**config.mk**
```make
export PLATFORM = sky130hd
export DESIGN_NAME = fat16_root_directory_lookup
export DESIGN_NICKNAME = d
export VERILOG_FILES = /design/src/hw/rtl/f16rdl_pkg.sv /design/src/hw/rtl/fat16_root_directory_lookup.sv
export SDC_FILE = /design/constraint.sdc
export NUM_CORES = 2
export LEC_CHECK = 0
export BUFFER_PORTS_ARGS = -buffer_cell sky130_fd_sc_hd__buf_2
export CORE_MARGIN = 2
export CORE_UTILIZATION = 30
export CTS_CLUSTER_DIAMETER = 60
export DETAILED_ROUTE_END_ITERATION = 8
export GPL_ROUTABILITY_DRIVEN = 0
export HOLD_SLACK_MARGIN = 0.02
export PLACE_DENSITY = 0.47
export SETUP_SLACK_MARGIN = 0.05
export SLEW_MARGIN = 20
export SYNTH_ARGS = -nofsm -noshare
export SYNTH_HDL_FRONTEND = slang
export SYNTH_SLANG_ARGS = --single-unit
```
**constraint.sdc**
```tcl
create_clock -name clk -period 8.2 [get_ports clk]
set_clock_uncertainty 0.05 [all_clocks]
set_input_delay 0.82 -clock clk [delete_from_list [all_inputs] [get_ports clk]]
set_output_delay 0.82 -clock clk [all_outputs]
set_load 0.005 [all_outputs]
```
**src/hw/rtl/f16rdl_pkg.sv**
```systemverilog
`default_nettype none

package f16rdl_pkg;

  localparam int unsigned NAME_LEN  = 11;
  localparam int unsigned BASE_LEN  = 8;

  localparam logic [7:0] CHAR_SPACE = 8'h20;
  localparam logic [7:0] CHAR_DOT   = 8'h2E;
  localparam logic [7:0] CHAR_NUL   = 8'h00;
  localparam logic [7:0] MARK_END   = 8'h00;
  localparam logic [7:0] MARK_FREE  = 8'hE5;

  localparam logic [4:0] POS_CLUSTER_LO = 5'd26;
  localparam logic [4:0] POS_CLUSTER_HI = 5'd27;
  localparam logic [4:0] POS_ENTRY_LAST = 5'd31;

  localparam logic [31:0] FIRST_CLUSTER = 32'd2;

  localparam int unsigned CFG_DATA_W  = 16;
  localparam int unsigned CFG_INDEX_W = 3;
  localparam int unsigned COUNT_W     = 24;
  localparam int unsigned WORD_W      = 32;

  localparam logic [CFG_INDEX_W-1:0] CFG_RESERVED_COUNT   = 3'd0;
  localparam logic [CFG_INDEX_W-1:0] CFG_TABLE_COPIES     = 3'd1;
  localparam logic [CFG_INDEX_W-1:0] CFG_TABLE_LENGTH     = 3'd2;
  localparam logic [CFG_INDEX_W-1:0] CFG_ROOT_SLOTS       = 3'd3;
  localparam logic [CFG_INDEX_W-1:0] CFG_SECTOR_SIZE_LOG2 = 3'd4;
  localparam logic [CFG_INDEX_W-1:0] CFG_CLUSTER_SPAN     = 3'd5;

  typedef enum logic [1:0] {
    PH_BASE,
    PH_EXT,
    PH_DONE
  } name_phase_t;

  function automatic logic [7:0] upcase(input logic [7:0] c);
    return (c >= 8'h61 && c <= 8'h7A) ? c - 8'h20 : c;
  endfunction

  // sector size limited to 512..4096 bytes
  function automatic logic [3:0] clamp_log2(input logic [3:0] lg);
    logic [3:0] r;
    if (lg < 4'd9) begin
      r = 4'd9;
    end else if (lg > 4'd12) begin
      r = 4'd12;
    end else begin
      r = lg;
    end
    return r;
  endfunction

endpackage

`default_nettype wire

```
**src/hw/rtl/fat16_root_directory_lookup.sv**
```systemverilog
// channel | valid    | stall     | payload
// --------+----------+-----------+-------------------------------------------------
// in      | in_valid | in_stall  | func, data_byte, last
// out     | out_valid| out_stall | found, first_sector, sector_count, file_length
// cfg     | cfg_write| -         | cfg_index, cfg_data
//
// One item per cycle while in_stall is low. Name and scan state update in the
// cycle the item is taken; a result is registered in the address stage (multiplies)
// and in the output register. Synchronous reset restores the register defaults and
// clears the target name to spaces. out_stall backs up into in_stall only once
// both the address stage and the output register hold results.
`default_nettype none

module fat16_root_directory_lookup (
  input  logic        clk,
  input  logic        rst,
  input  logic        in_valid,
  output logic        in_stall,
  input  logic        func,
  input  logic [7:0]  data_byte,
  input  logic        last,
  output logic        out_valid,
  input  logic        out_stall,
  output logic        found,
  output logic [f16rdl_pkg::WORD_W-1:0]  first_sector,
  output logic [f16rdl_pkg::COUNT_W-1:0] sector_count,
  output logic [f16rdl_pkg::WORD_W-1:0]  file_length,
  input  logic        cfg_write,
  input  logic [f16rdl_pkg::CFG_INDEX_W-1:0] cfg_index,
  input  logic [f16rdl_pkg::CFG_DATA_W-1:0]  cfg_data
);

  // configuration
  logic [15:0] reserved_count;
  logic [7:0]  table_copies;
  logic [15:0] table_length;
  logic [15:0] root_slots;
  logic [3:0]  sector_size_log2;
  logic [7:0]  cluster_span;

  // name and scan state
  logic [7:0]  target_name [f16rdl_pkg::NAME_LEN];
  logic [7:0]  target_name_next [f16rdl_pkg::NAME_LEN];
  logic [3:0]  name_pos, name_pos_next;
  f16rdl_pkg::name_phase_t name_phase, name_phase_next;
  logic        name_open, name_open_next;
  logic [4:0]  entry_pos, entry_pos_next;
  logic        match_so_far, match_so_far_next;
  logic        entry_skipped, entry_skipped_next;
  logic [15:0] entry_cluster, entry_cluster_next;
  logic [31:0] entry_size, entry_size_next;
  logic        search_done, search_done_next;
  logic        emit, emit_found;
  logic [31:0] emit_size;

  // address stage
  logic        s1_valid;
  logic        s1_found;
  logic [31:0] s1_size;
  logic [31:0] s1_cluster_term;
  logic [31:0] s1_root_start;

  logic        accept, out_load;
  logic [23:0] copies_prod;
  logic [3:0]  eff_log2;
  logic [20:0] root_bytes;
  logic [20:0] dir_span;
  logic [31:0] size_shift;

  assign out_load = s1_valid && (!out_valid || !out_stall);
  assign in_stall = s1_valid && !out_load;
  assign accept   = in_valid && !in_stall;

  always_ff @(posedge clk) begin
    if (rst) begin
      reserved_count   <= 16'd1;
      table_copies     <= 8'd2;
      table_length     <= 16'd0;
      root_slots       <= 16'd512;
      sector_size_log2 <= 4'd9;
      cluster_span     <= 8'd1;
    end else if (cfg_write) begin
      unique case (cfg_index)
        f16rdl_pkg::CFG_RESERVED_COUNT:   reserved_count   <= cfg_data;
        f16rdl_pkg::CFG_TABLE_COPIES:     table_copies     <= cfg_data[7:0];
        f16rdl_pkg::CFG_TABLE_LENGTH:     table_length     <= cfg_data;
        f16rdl_pkg::CFG_ROOT_SLOTS:       root_slots       <= cfg_data;
        f16rdl_pkg::CFG_SECTOR_SIZE_LOG2: sector_size_log2 <= cfg_data[3:0];
        f16rdl_pkg::CFG_CLUSTER_SPAN:     cluster_span     <= cfg_data[7:0];
        default: ;
      endcase
    end
  end

  always_comb begin
    target_name_next   = target_name;
    name_pos_next      = name_pos;
    name_phase_next    = name_phase;
    name_open_next     = name_open;
    entry_pos_next     = entry_pos;
    match_so_far_next  = match_so_far;
    entry_skipped_next = entry_skipped;
    entry_cluster_next = entry_cluster;
    entry_size_next    = entry_size;
    search_done_next   = search_done;
    emit               = 1'b0;
    emit_found         = 1'b0;
    emit_size          = 32'd0;

    if (accept && !func) begin
      // first character of a new name: clear target, restart the scan
      if (!name_open) begin
        for (int i = 0; i < f16rdl_pkg::NAME_LEN; i++) begin
          target_name_next[i] = f16rdl_pkg::CHAR_SPACE;
        end
        name_pos_next      = 4'd0;
        name_phase_next    = f16rdl_pkg::PH_BASE;
        name_open_next     = 1'b1;
        entry_pos_next     = 5'd0;
        match_so_far_next  = 1'b1;
        entry_skipped_next = 1'b0;
        entry_cluster_next = 16'd0;
        entry_size_next    = 32'd0;
        search_done_next   = 1'b0;
      end
      priority if (data_byte == f16rdl_pkg::CHAR_NUL) begin
        name_phase_next = f16rdl_pkg::PH_DONE;
      end else if (name_phase_next == f16rdl_pkg::PH_BASE) begin
        priority if (data_byte == f16rdl_pkg::CHAR_DOT) begin
          name_phase_next = f16rdl_pkg::PH_EXT;
          name_pos_next   = 4'(f16rdl_pkg::BASE_LEN);
        end else if (name_pos_next < 4'(f16rdl_pkg::BASE_LEN)) begin
          target_name_next[name_pos_next] = f16rdl_pkg::upcase(data_byte);
          name_pos_next = name_pos_next + 4'd1;
        end else begin
          name_phase_next = f16rdl_pkg::PH_DONE;
        end
      end else if (name_phase_next == f16rdl_pkg::PH_EXT) begin
        if (name_pos_next < 4'(f16rdl_pkg::NAME_LEN)) begin
          target_name_next[name_pos_next] = f16rdl_pkg::upcase(data_byte);
          name_pos_next = name_pos_next + 4'd1;
        end
      end else begin
      end
      if (last) begin
        name_open_next = 1'b0;
      end
    end else if (accept && func) begin
      if (!search_done) begin
        if (entry_pos == 5'd0 && data_byte == f16rdl_pkg::MARK_END) begin
          emit             = 1'b1;
          search_done_next = 1'b1;
        end else begin
          if (entry_pos == 5'd0 && data_byte == f16rdl_pkg::MARK_FREE) begin
            entry_skipped_next = 1'b1;
          end
          if (entry_pos < 5'(f16rdl_pkg::NAME_LEN) &&
              data_byte != target_name[entry_pos[3:0]]) begin
            match_so_far_next = 1'b0;
          end
          if (entry_pos == f16rdl_pkg::POS_CLUSTER_LO) begin
            entry_cluster_next[7:0] = data_byte;
          end
          if (entry_pos == f16rdl_pkg::POS_CLUSTER_HI) begin
            entry_cluster_next[15:8] = data_byte;
          end
          // size, little endian, bytes 28..31
          if (entry_pos[4:2] == 3'b111) begin
            entry_size_next[{entry_pos[1:0], 3'b000} +: 8] = data_byte;
          end
          if (entry_pos == f16rdl_pkg::POS_ENTRY_LAST) begin
            if (match_so_far_next && !entry_skipped_next) begin
              emit             = 1'b1;
              emit_found       = 1'b1;
              emit_size        = entry_size_next;
              search_done_next = 1'b1;
            end
            entry_pos_next     = 5'd0;
            match_so_far_next  = 1'b1;
            entry_skipped_next = 1'b0;
          end else begin
            entry_pos_next = entry_pos + 5'd1;
          end
        end
      end
      if (last) begin
        if (!search_done_next) begin
          emit = 1'b1;
        end
        entry_pos_next     = 5'd0;
        match_so_far_next  = 1'b1;
        entry_skipped_next = 1'b0;
        entry_cluster_next = 16'd0;
        entry_size_next    = 32'd0;
        search_done_next   = 1'b0;
      end
    end
  end

  always_ff @(posedge clk) begin
    if (rst) begin
      for (int i = 0; i < f16rdl_pkg::NAME_LEN; i++) begin
        target_name[i] <= f16rdl_pkg::CHAR_SPACE;
      end
      name_pos      <= 4'd0;
      name_phase    <= f16rdl_pkg::PH_BASE;
      name_open     <= 1'b0;
      entry_pos     <= 5'd0;
      match_so_far  <= 1'b1;
      entry_skipped <= 1'b0;
      entry_cluster <= 16'd0;
      entry_size    <= 32'd0;
      search_done   <= 1'b0;
    end else begin
      target_name   <= target_name_next;
      name_pos      <= name_pos_next;
      name_phase    <= name_phase_next;
      name_open     <= name_open_next;
      entry_pos     <= entry_pos_next;
      match_so_far  <= match_so_far_next;
      entry_skipped <= entry_skipped_next;
      entry_cluster <= entry_cluster_next;
      entry_size    <= entry_size_next;
      search_done   <= search_done_next;
    end
  end

  // address stage: the two products
  assign copies_prod = table_copies * table_length;

  always_ff @(posedge clk) begin
    if (rst) begin
      s1_valid <= 1'b0;
    end else if (accept) begin
      s1_valid <= emit;
    end else if (out_load) begin
      s1_valid <= 1'b0;
    end
  end

  always_ff @(posedge clk) begin
    if (accept) begin
      s1_found        <= emit_found;
      s1_size         <= emit_size;
      s1_cluster_term <= 32'(({16'd0, entry_cluster} - f16rdl_pkg::FIRST_CLUSTER) *
                             {24'd0, cluster_span});
      s1_root_start   <= {16'd0, reserved_count} + {8'd0, copies_prod};
    end
  end

  // output stage: sums and shifts
  assign eff_log2   = f16rdl_pkg::clamp_log2(sector_size_log2);
  assign root_bytes = {root_slots, 5'd0};
  assign dir_span   = root_bytes >> eff_log2;
  assign size_shift = s1_size >> eff_log2;

  always_ff @(posedge clk) begin
    if (rst) begin
      out_valid <= 1'b0;
    end else if (out_load) begin
      out_valid <= 1'b1;
    end else if (!out_stall) begin
      out_valid <= 1'b0;
    end
  end

  always_ff @(posedge clk) begin
    if (out_load) begin
      found <= s1_found;
      if (s1_found) begin
        first_sector <= s1_root_start + {11'd0, dir_span} + s1_cluster_term;
        sector_count <= size_shift[23:0] + 24'd1;
        file_length  <= s1_size;
      end else begin
        first_sector <= 32'd0;
        sector_count <= 24'd0;
        file_length  <= 32'd0;
      end
    end
  end

endmodule

`default_nettype wire

```
# Yosys cells after proc, flatten, opt, wreduce, memory -nomap -nowiden
# Cells that the tools add are included.
# word_totals
register_bits,407
out_inout_bits,91
elab_cells,219
# op_classes
add_sub_neg,9
multipliers,2
n_lt_le_gt_ge,10
eq_ne,17
shift,4
n_mux,97
n_bitwise,5
reduce_logical,38
# op_table
op,count
2-to-1 mux 88 bit,8
2-to-1 mux 32 bit,7
2-to-1 mux 16 bit,6
bitwise mux 88 bit,1
2-to-1 mux 8 bit,6
2-to-1 mux 1 bit,43
2-to-1 mux 4 bit,10
2-to-1 mux 5 bit,7
adder 32 x 21 -> 32 bit,1
adder 32 bit,1
binary-select mux 8 bit (select 4 bit),1
bitwise mux 32 bit,1
demux 8 bit (select 4 bit),1
"variable shift 8 x 7 -> 32 bit, first input constant",1
indexed part select 8 x 7 -> 32 bit,1
>> shifter 32 x 4 -> 24 bit,1
multiplier 17 x 9 -> 26 bit,1
adder 16 x 24 -> 25 bit,1
"adder 24 x 1 -> 24 bit, second input constant",1
multiplier 8 x 16 -> 24 bit,1
>> shifter 21 x 4 -> 21 bit,1
"subtractor 16 x 2 -> 17 bit, second input constant",1
"== test 5 bit, second input constant",3
AND reduction 2 bit,7
other kinds (38),70

# Logic depth before layout (Yosys ltp)
# logic_depth
ltp_word,23
depth_mapped,24
ltp_nobuf,24

# Least setup slack after synthesis
# No wires, ideal clock.
# synth_path
kind,input-to-reg
start,in out_stall
end,"reg file_length[0] (netlist name), enable pin"
t_arrival_ns,7.279
t_required_ns,7.479
path_slack_ns,0.199
path_stages,1
path_buffers,0
cell_sequence,a21boi_0
# synth_between
elab_chain_cells,3
# synth_lines
element,line,source
from (decl),fat16_root_directory_lookup.sv:23,"input logic out_stall,"
zero test 1 bit,-,
logical OR 1 bit,fat16_root_directory_lookup.sv:70,assign out_load = s1_valid && (!out_valid || !out_stall);
logical AND 1 bit,fat16_root_directory_lookup.sv:70,
to (signal assigned),fat16_root_directory_lookup.sv:273,file_length <= s1_size;
to (decl),fat16_root_directory_lookup.sv:27,"output logic [f16rdl_pkg::WORD_W-1:0] file_length,"
# No other way between the ends.
# A chain may end at the register's enable or synchronous reset.

# Worst setup path after layout
# layout_path
start,reg entry_cluster[3]
end,reg s1_cluster_term[30] (data pin)
# layout_between
elab_chain_cells,2
# layout_lines
element,line,source
from (decl),fat16_root_directory_lookup.sv:50,"logic [15:0] entry_cluster, entry_cluster_next;"
from (signal assigned),fat16_root_directory_lookup.sv:222,entry_cluster <= entry_cluster_next;
subtractor 16 x 2 -> 17 bit,fat16_root_directory_lookup.sv:245,"s1_cluster_term <= 32'(({16'd0, entry_cluster} - f16rdl_pkg::FIRST_CLUSTER) *"
multiplier 17 x 9 -> 26 bit,fat16_root_directory_lookup.sv:245,
to (signal assigned),fat16_root_directory_lookup.sv:245,
to (decl),fat16_root_directory_lookup.sv:60,logic [31:0] s1_cluster_term;
# No other way between the ends.

==> results by stage <==
Place:
- The post-detailed-placement half-perimeter wirelength is 58900 um.
- The count of input and output buffers is 124.

Logic synthesis:
- The flop and latch count out of synthesis is 391.
- The number of library cell types mapped by synthesis is 91.
- After synthesis, the cell types taking the most area are edfxtp_1 (18%), fa_1 (16%), dfxtp_1 (15%).
- The average instance area after synthesis is 8.96 um2.
- The share of the Yosys chip area taken by registers is 32.9%.
- Sorting the synthesized cells by how often they occur yields nand2_1 (480), inv_1 (308), nor2_1 (294).
- By instance count, the leading cell after synthesis is nand2_1.
- In this run the cell area of the synthesized design comes to 29000 um2.
- The count of flip-flops with a built-in enable after synthesis is 173.
- Counting every instance in the synthesized netlist gives 3241.
- The cell type contributing the most total cell area after synthesis is edfxtp_1.
- Among all flip-flop cells after synthesis, the most frequent one is dfxtp_1.
- The share of synthesized flip-flops with an asynchronous set or reset is 0%.
- Yosys printed 0 warnings.
- The share of synthesized area in the top cell type comes to 17.9%.

Clock tree:
- The hold buffer count at CTS is 0.
- The number of clock sinks is 391.
- TritonCTS built the clock tree.
- Clock tree synthesis selected as its root buffer the cell clkbuf_16.
- After clock tree synthesis, the clock-pin slew on the worst setup and hold paths is 0.06 ns.
- The deepest level of the CTS H-tree is 2.
- The longest clock path from root to sink contains 3 buffers.
- Buffers added to address setup during post-CTS repair amount to 0.
- Clock tree synthesis inserted a total of 52 buffers.
- The insertion delay of the later-clocked pin in the worst-skew pair is 0.64 ns.
- Once the clock tree was built, the resizer swapped 0 gates to a different size.

Worst hold path:
- The worst hold path class is reg2reg.

Floorplanning:
- Once the floorplan was initialized, standard cells occupied 30.1% of the core.
- The number of cell rows is 114.
- The horizontal die dimension is 315 um.
- The total core area is 96300 um2.
- During I/O placement, the number of pins put on the boundary was 125.
- From bottom edge to top edge, the die measures 315 um.
- The area of the die is 99300 um2.

Pwr:
- The worst-case vdd ir drop is 0.000145 V.
- Power spread over the standard cell area amounts to 190 nW/um2.
- The analysis attributes to cell leakage a power of 13.6 nW.

Setup path:
- Along the worst path, the maximum fanout reaches 8.
- The type of the worst setup path is reg2reg.
- The family of cells with the greatest summed delay on the critical path is adder cells.
- The largest single stage delay on the critical path is 0.56 ns.
- The worst setup path is captured at a flop.
- At the worst endpoint, the arrival time is 7.44 ns.
- The cell type with the highest occurrence count on the critical path is fa_1.
- The critical path's slowest cell is xor2_1.
- For flop-to-flop paths, the worst setup slack is 1.07 ns.
- The required time of the critical path is 8.51 ns.
- The combined buffer and inverter count along the critical path is 3.
- The signal on the critical path passes through or3_1 -> nor2_1 -> nand3_1 -> nor4_1 -> xor2_1 -> nand2_1 -> fa_1 -> inv_1 -> fa_1 -> fa_1 -> inv_1 -> fa_1 -> inv_1 -> ha_1 -> a211o_1 -> o221a_1 -> o31a_2 -> o21a_1 -> a221o_1 -> or4_1 -> a31o_1 -> a31oi_1 -> xnor2_1.
- STA classifies the critical path startpoint as a flop.

Global routing:
- The largest net degree at the start of global routing is 89.
- The total overflow left after global routing is 0.
- The number of antenna violations at the first check in global routing is 12.
- The global-route wire length before repair is 128000 um.
- Global routing consumed, over all layers together, 16.1% of the routing resources.
- The via count of the first global-routing pass is 22300.

STA:
- The final number of setup-violating endpoints is 0.
- The smallest clock period supported by the final layout is computed as 7.13 ns.
- The worst hold slack is 0.405 ns.
- Summed over all failing endpoints, the final setup total negative slack is 0 ns.
- The transition time of the tightest slew-check pin is 1.09 ns.
- The number of hold violations in the final report is 0.
- The number of pins exceeding their max-slew limit in the final report is 0.
- Based on the critical path, the design can be clocked at up to 140 MHz.
- The period utilization is 87.0%.
- Setup repair after global routing left no endpoint under its margin.
- The relative slew slack is 27.6%.

Cells and area:
- The fraction of final layout cells sized beyond drive strength 1 is 8.92%.
- The final-stage net count is 3675.
- The area growth from synthesis to layout is 12.4%.

Route:
- After the first detailed-routing iteration, the DRC count stood at 1576.
- The detail-routed via count per cell is 4.86.
- For this run, the detailed router's first-pass iteration total came to 5.
- The routed via count is 22300.
- The count of nets left with antenna violations once routing finished came out at 0.
- The total DRC errors in the routed layout is 0.
- Wires add up to 79100 um.
- After detailed routing, the average wire length per cell comes to 17.2 um.

Job:
- The max-capacitance violation count is 0.

Outcome:
- The flow ran to the end, and the final reports show no timing, DRC or antenna violations.
final timing paths:
kind / startpoint / endpoint / depth (start not counted)
worst max-delay path: entry_cluster[3] / s1_cluster_term[30] / 23
worst max register to register: entry_cluster[3] / s1_cluster_term[30] / 23
worst min register to register: entry_size[7] / entry_size[7] / 2
worst min-delay path: entry_size[7] / entry_size[7] / 2
layout by cell type, fill, tap and decap left out, types with 19 or more instances in the layout:
| cell | synthesis | routed |
|---|---|---|
| a22oi_1 | 110 | 110 |
| a21oi_1 | 198 | 198 |
| inv_1 | 308 | 307 |
| nor2b_1 | 32 | 32 |
| xor2_1 | 36 | 36 |
| ha_1 | 145 | 145 |
| clkbuf_16 | 0 | 56 |
| nand2_1 | 480 | 480 |
| a31oi_1 | 23 | 23 |
| xnor2_1 | 58 | 58 |
| a21o_1 | 24 | 24 |
| and2_1 | 151 | 151 |
| edfxtp_1 | 173 | 173 |
| nand3_1 | 83 | 83 |
| buf_4 | 6 | 19 |
| nor2_1 | 294 | 292 |
| dfxtp_1 | 218 | 216 |
| mux2i_1 | 36 | 36 |
| buf_2 | 21 | 123 |
| and3_1 | 24 | 24 |
| fa_1 | 230 | 230 |
| nor3_1 | 35 | 33 |
| o21ai_0 | 101 | 101 |
| nand2b_1 | 42 | 42 |
layer usage:
layer  part of all wire, %  routed length (um)  track usage (%)
met4                   2.0                1610             3.97
met1                    49               38800             22.9
met2                    44               34700             25.0
met3                   4.9                3900             2.91
met5                  0.10                  80                0
metrics by stage:
stage | cell area [um2] | util, % | instances | power, W | worst slack (ns)
2_1_floorplan | 29100 | - | 3249 | 0.00343 | 0.199
3_3_place_gp | 30700 | 31.9 | 4488 | 0.00378 | 1.13
3_5_place_dp | 30700 | 31.9 | 4488 | 0.00378 | 1.02
4_1_cts | 32600 | 33.9 | 4585 | 0.00628 | 1.06
5_1_grt | 32600 | 33.9 | 4588 | 0.00656 | 0.587
6_report | 32600 | 33.9 | 4588 | 0.00619 | 1.07
area by class of cell:
| class | instances | area (um2) |
|---|---|---|
| fillers | 10100 | 63600 |
| multi-input cells | 2368 | 17700 |
| flip-flops and latches | 391 | 9560 |
| well taps | 1276 | 1600 |
| clock buffers | 65 | 1480 |
| inverters | 310 | 1160 |
| repair buffers | 143 | 769 |
| clock inverters | 32 | 404 |
| diodes | 3 | 7.51 |
worst register-to-register path, stage by stage (launching register included):
cell	delay (ns)
dfxtp_1	0.35
or3_1	0.40
nor2_1	0.13
nand3_1	0.17
nor4_1	0.26
xor2_1	0.56
nand2_1	0.17
fa_1	0.55
inv_1	0.05
fa_1	0.48
fa_1	0.56
inv_1	0.06
fa_1	0.53
inv_1	0.04
ha_1	0.34
a211o_1	0.34
o221a_1	0.25
o31a_2	0.14
o21a_1	0.21
a221o_1	0.32
or4_1	0.42
a31o_1	0.25
a31oi_1	0.20
xnor2_1	0.08
registers in the layout, summed over array words and instances, names as in the netlist, 2 cells and up:
signal            count
cluster_span          8
entry_cluster        16
entry_pos             5
entry_size           32
file_length          32
first_sector         32
name_phase            2
name_pos              4
reserved_count       16
root_slots           13
s1_cluster_term      26
s1_root_start        25
s1_size              32
sector_count         24
sector_size_log2      4
table_copies          8
table_length         16
target_name          88
cell families (layout without fill, tap and decap cells):
family / count (synthesis) / in the layout / synth area share [%]
other: 1 / 12 / 0.0129
xor gates and xnor gates: 94 / 94 / 2.84
AOI/OAI and AO/OA: 607 / 607 / 13.2
adders and majority gates: 375 / 375 / 22.1
muxes: 60 / 60 / 2.79
and+or+nand+nor: 1223 / 1223 / 19.5
DFF: 391 / 391 / 32.9
buffers and inverters: 490 / 550 / 6.53
power breakdown:
part           total [W]  internal, W  switching (W)
logic            0.00149     0.000607       0.000879
clock network    0.00246      0.00149       0.000967
registers        0.00225      0.00218      0.0000699
(Power assumes the default switching activity.)
